## src/rtl/core/qvr_pkg.sv

```systemverilog
// Shared widths, payload types and constants for the quaternion vector rotator.
`default_nettype none

package qvr_pkg;

    localparam int COMP_W     = 16;
    localparam int FRAC_W     = COMP_W - 2;
    localparam int PROD_W     = 2 * COMP_W;
    localparam int PSUM_W     = PROD_W + 1;
    localparam int PPROD_W    = PSUM_W + COMP_W;
    localparam int RSUM_W     = PPROD_W + 1;
    localparam int RND_SHIFT  = 2 * FRAC_W;
    localparam int TRIM_W     = RSUM_W - RND_SHIFT;
    localparam int NUM_PROD   = 12;
    localparam int NUM_AXES   = 3;

    typedef logic signed [COMP_W-1:0]  comp_t;
    typedef logic signed [PROD_W-1:0]  prod_t;
    typedef logic signed [PSUM_W-1:0]  psum_t;
    typedef logic signed [PPROD_W-1:0] pprod_t;
    typedef logic signed [RSUM_W-1:0]  rsum_t;
    typedef logic signed [TRIM_W-1:0]  trim_t;

    localparam comp_t SAT_MAX = {1'b0, {(COMP_W-1){1'b1}}};
    localparam comp_t SAT_MIN = {1'b1, {(COMP_W-1){1'b0}}};
    localparam rsum_t ROUND_BIAS = rsum_t'(1) <<< (RND_SHIFT - 1);

    typedef struct packed {
        comp_t quat_x;
        comp_t quat_y;
        comp_t quat_z;
        comp_t quat_w;
        comp_t vec_x;
        comp_t vec_y;
        comp_t vec_z;
    } in_t;

    typedef struct packed {
        comp_t rot_x;
        comp_t rot_y;
        comp_t rot_z;
        logic  clipped;
    } out_t;

    typedef struct packed {
        comp_t x;
        comp_t y;
        comp_t z;
        comp_t w;
    } quat_t;

    // Intermediate quaternion p = q * (v, 0), carried with q itself.
    typedef struct packed {
        quat_t quat;
        psum_t p_x;
        psum_t p_y;
        psum_t p_z;
        psum_t p_w;
    } pq_t;

    // Vector part of p * conj(q), already biased for rounding.
    typedef struct packed {
        rsum_t r_x;
        rsum_t r_y;
        rsum_t r_z;
    } rvec_t;

endpackage

`default_nettype wire

```

## src/rtl/core/qvr_sat.sv

```systemverilog
// Output stage: drops the fraction bits, saturates each axis and registers the result.
`default_nettype none

module qvr_sat
    import qvr_pkg::*;
(
    input  wire logic  clk,
    input  wire logic  rst_n,
    input  wire logic  in_valid,
    output logic       in_ready,
    input  wire rvec_t in_data,
    output logic       out_valid,
    input  wire logic  out_ready,
    output out_t       out_data
);

    logic  v_reg, v_next;
    out_t  out_reg, out_next;
    rsum_t acc [NUM_AXES];
    rsum_t shifted [NUM_AXES];
    trim_t trim [NUM_AXES];
    comp_t rot [NUM_AXES];
    logic  [NUM_AXES-1:0] clip;

    assign in_ready = !v_reg || out_ready;
    assign v_next   = in_ready ? in_valid : v_reg;

    assign acc[0] = in_data.r_x;
    assign acc[1] = in_data.r_y;
    assign acc[2] = in_data.r_z;

    always_comb
    begin
        for (int i = 0; i < NUM_AXES; i++)
        begin
            shifted[i] = acc[i] >>> RND_SHIFT;
            trim[i]    = shifted[i][TRIM_W-1:0];
            if (trim[i] > trim_t'(SAT_MAX))
            begin
                rot[i]  = SAT_MAX;
                clip[i] = 1'b1;
            end
            else if (trim[i] < trim_t'(SAT_MIN))
            begin
                rot[i]  = SAT_MIN;
                clip[i] = 1'b1;
            end
            else
            begin
                rot[i]  = trim[i][COMP_W-1:0];
                clip[i] = 1'b0;
            end
        end
    end

    always_comb
    begin
        out_next.rot_x   = rot[0];
        out_next.rot_y   = rot[1];
        out_next.rot_z   = rot[2];
        out_next.clipped = |clip;
    end

    always_ff @(posedge clk or negedge rst_n)
    begin
        if (!rst_n)
        begin
            v_reg <= 1'b0;
        end
        else
        begin
            v_reg <= v_next;
        end
    end

    always_ff @(posedge clk)
    begin
        if (in_ready && in_valid)
        begin
            out_reg <= out_next;
        end
    end

    assign out_valid = v_reg;
    assign out_data  = out_reg;

`ifndef SYNTH
    a_clip_at_bound: assert property (@(posedge clk) disable iff (!rst_n)
        out_valid && out_data.clipped |->
            (out_data.rot_x == SAT_MAX || out_data.rot_x == SAT_MIN
             || out_data.rot_y == SAT_MAX || out_data.rot_y == SAT_MIN
             || out_data.rot_z == SAT_MAX || out_data.rot_z == SAT_MIN))
        else $error("clip flag set but no axis sits at a bound");
`endif

endmodule

`default_nettype wire

```

## config.mk

```make
export PLATFORM = sky130hd
export DESIGN_NAME = qvr_sat
export DESIGN_NICKNAME = d
export VERILOG_FILES = /design/src/rtl/core/qvr_pkg.sv /design/src/rtl/core/qvr_sat.sv
export SDC_FILE = /design/constraint.sdc
export NUM_CORES = 1
export LEC_CHECK = 0
export BUFFER_PORTS_ARGS = -buffer_cell sky130_fd_sc_hd__buf_2
export CORE_MARGIN = 1
export CORE_UTILIZATION = 30
export CTS_BUF_LIST = sky130_fd_sc_hd__clkbuf_4 sky130_fd_sc_hd__clkbuf_8
export DETAILED_ROUTE_END_ITERATION = 10
export GPL_TIMING_DRIVEN = 0
export PLACE_DENSITY = 0.84
export SLEW_MARGIN = 0
export SYNTH_ARGS = -nofsm -noshare
export SYNTH_HDL_FRONTEND = slang
export SYNTH_SLANG_ARGS = --single-unit
```

## constraint.sdc

```tcl
create_clock -name clk -period 1.8 [get_ports clk]
set_input_delay 0.36 -clock clk [delete_from_list [all_inputs] [get_ports clk]]
set_output_delay 0.36 -clock clk [all_outputs]
set_load 0.01 [all_outputs]
```

==> qor.csv <==
stage;metric;value;unit
floorplanning;io_pins;205;
timing;fin_crit_sh;80.2;%
setup_path;end_kind;flip-flop;
global_routing;grt_pass1_vias;1506;
global_routing;grt_overflow;0;
route;final_antenna_net_count;0;
global_routing;grt_use_total;12.8;%
clocking;cts_root_buf;clkbuf_8;
floorplanning;start_util;31.9;%
synth;postSynthCellCount;128;
final_layout;fillers;589;
clocking;cts_max_level;2;
worst_hold_path;hold_depth;2;
setup_path;cp_max_fo;49;
final_layout;seq_area;1500;µm²
timing;fin_ws;357;ps
setup_path;cp.required;1740;ps
placement;placed_cell_area;2770;µm²
clocking;path_clk_slew;90;ps
final_layout;layout_commonest_cell;buf_2;
final_layout;fin_cells;334;
synth;syn-num-nets;282;
timing;grt_setup_unrepaired;false;
route;vias;1545;
timing;finalHoldViolCount;0;
floorplanning;rows;29;
setup_path;worstSetupStartpointType;flip-flop;
final_layout;stdcell_area;2900;µm²
synth;yosys_register_bits;50;
synth;ys_warn_count;0;
timing;fin_skew;2.59;ps
global_routing;grt_max_degree;50;
route;finalWirelength;4540;µm
route;wl_per_cell;13.6;µm
synth;synth_area;2070;µm²
run_status;outcome;finished, final reports clean;
synth;synth_top_cell_by_area;edfxtp_1;
placement;place.gp.congestion;0.756;
timing;tightest_slew;638;ps
synth;synth.top_cells.by_area;edfxtp_1 71%, a21o_1 11%, o21a_1 5.4%;
timing;timing.fmax;0.693;GHz
final_layout;post-route-util;44.6;%
power;power;2.51;mW
synth;synth_top_cell_area_share;71.0;%
final_layout;diodes;0;
timing;hold_ws;263;ps
placement;placed_cells;325;
worst_hold_path;min_path_type;primary input to flip-flop;
timing;tns;0;ps
power;peakVddDrop;0.345;mV
route;drtIter0Drc;93;
synth;ys_seq_area_share;72.2;%
power;p_leak;1.29;nW
clocking;clk_path_buf_depth;2;
route;drcViolationCount;0;
synth;syn_area_per_cell;16.2;µm²
clocking;clock_sinks;50;
final_layout;drive_above_1_share;56.0;%
final_layout;multiInputGateArea;512;µm²
power;power_density;868;nW/µm²
final_layout;most-common-layout-cells;120 x buf_2, 49 x edfxtp_1, 30 x a21o_1;
floorplanning;die_x;85.1;µm
route;viasPerCell;4.63;
route;firstDrtPassIters;4;
placement;io_buffers;120;
global_routing;antenna_found_initial;0;
timing;fin_crit;1440;ps
timing;slew_headroom;57.5;%
global_routing;grt_pass1_wl;7100;µm
timing;finalSetupViolCount;0;
setup_path;r2r_cells;2;
floorplanning;coreArea;6490;µm²
final_layout;area_growth;39.7;%
clocking;clock_latency;300;ps
floorplanning;dieArea;7250;µm²
placement;preCtsSetupSlack;-107;ps
timing;finalMaxSlewViolations;0;
setup_path;critPathKind;flip-flop to flip-flop;
synth;ys_types;17;
clocking;cts_inserted_buffers;5;
clocking;cts_tree;yes;
floorplanning;die_h;85.1;µm
flow_run;max_cap_viol_count;0;
placement;dpl.hpwl;3470;µm
final_layout;finalNetCount;410;
setup_path;crit_arrival;1380;ps
what timing repair did:
action	in CTS	in global routing
endpoints found under the setup margin	49	0
hold buffers	1	0
gates resized for setup	1	0
hold endpoints to repair	1	0
setup buffers	0	0
path summary, 6_finish.rpt:
check / start / slack [ps] / end
min in group asynchronous: rst_n / 360 / out_valid
hold / removal: in_valid / 260 / out_valid
setup reg to reg: out_valid / 360 / out_data[18]
setup / recovery: out_valid / 360 / out_data[18]
max in group asynchronous: rst_n / 1350 / out_valid
hold reg to reg: out_valid / 540 / out_valid
routing by layer:
metal  share of wire [%]  wire length, µm  GRT usage [%]
met1                  41             1880           15.0
met2                  45             2060           21.8
met3                  12              555           5.16
met4                0.84               38           3.24
met5                   0                0              0
synth_stat cells, drive strengths merged:
| cell type | instances |
|---|---|
| o21ai | 3 |
| nand4 | 3 |
| nand2 | 3 |
| o21a | 15 |
| nand4b | 1 |
| nor4 | 3 |
| buf | 6 |
| a21o | 30 |
| clkbuf | 3 |
| edfxtp | 49 |
| nor2b | 2 |
| a21oi | 3 |
| nand2b | 2 |
| nor2 | 3 |
| and2 | 1 |
| dfrtp | 1 |
flip-flops by register name, indices dropped and copies added, names as in the netlist:
signal	count
out_data	49
out_valid	1
worst max-delay path, cell delays in order (launching register included):
cell and delay, ps:
dfrtp_1 380, nand2b_1 110, and2_4 570
power by group:
part	switching (mW)	internal (mW)	total [mW]
logic	0.181	0.162	0.343
clock network	0.365	0.430	0.795
registers	0.0139	1.36	1.38
total	0.560	1.96	2.51
area by class of cell:
type,instances,area share (%)
Clock inverter,2,1.30
Timing Repair Buffer,121,21.1
Buffer,9,2.33
Tap cell,77,3.33
Multi-Input combinational cell,69,17.7
Clock buffer,6,2.63
Sequential cell,50,51.7
cell families after synthesis:
logic type | after synthesis | share of synthesized area (%)
AOI/OAI and AO/OA | 51 | 18.8
DFF | 50 | 72.2
and+or+nand+nor | 18 | 5.73
buffers and inverters | 9 | 3.26
(Power assumes the default switching activity.)
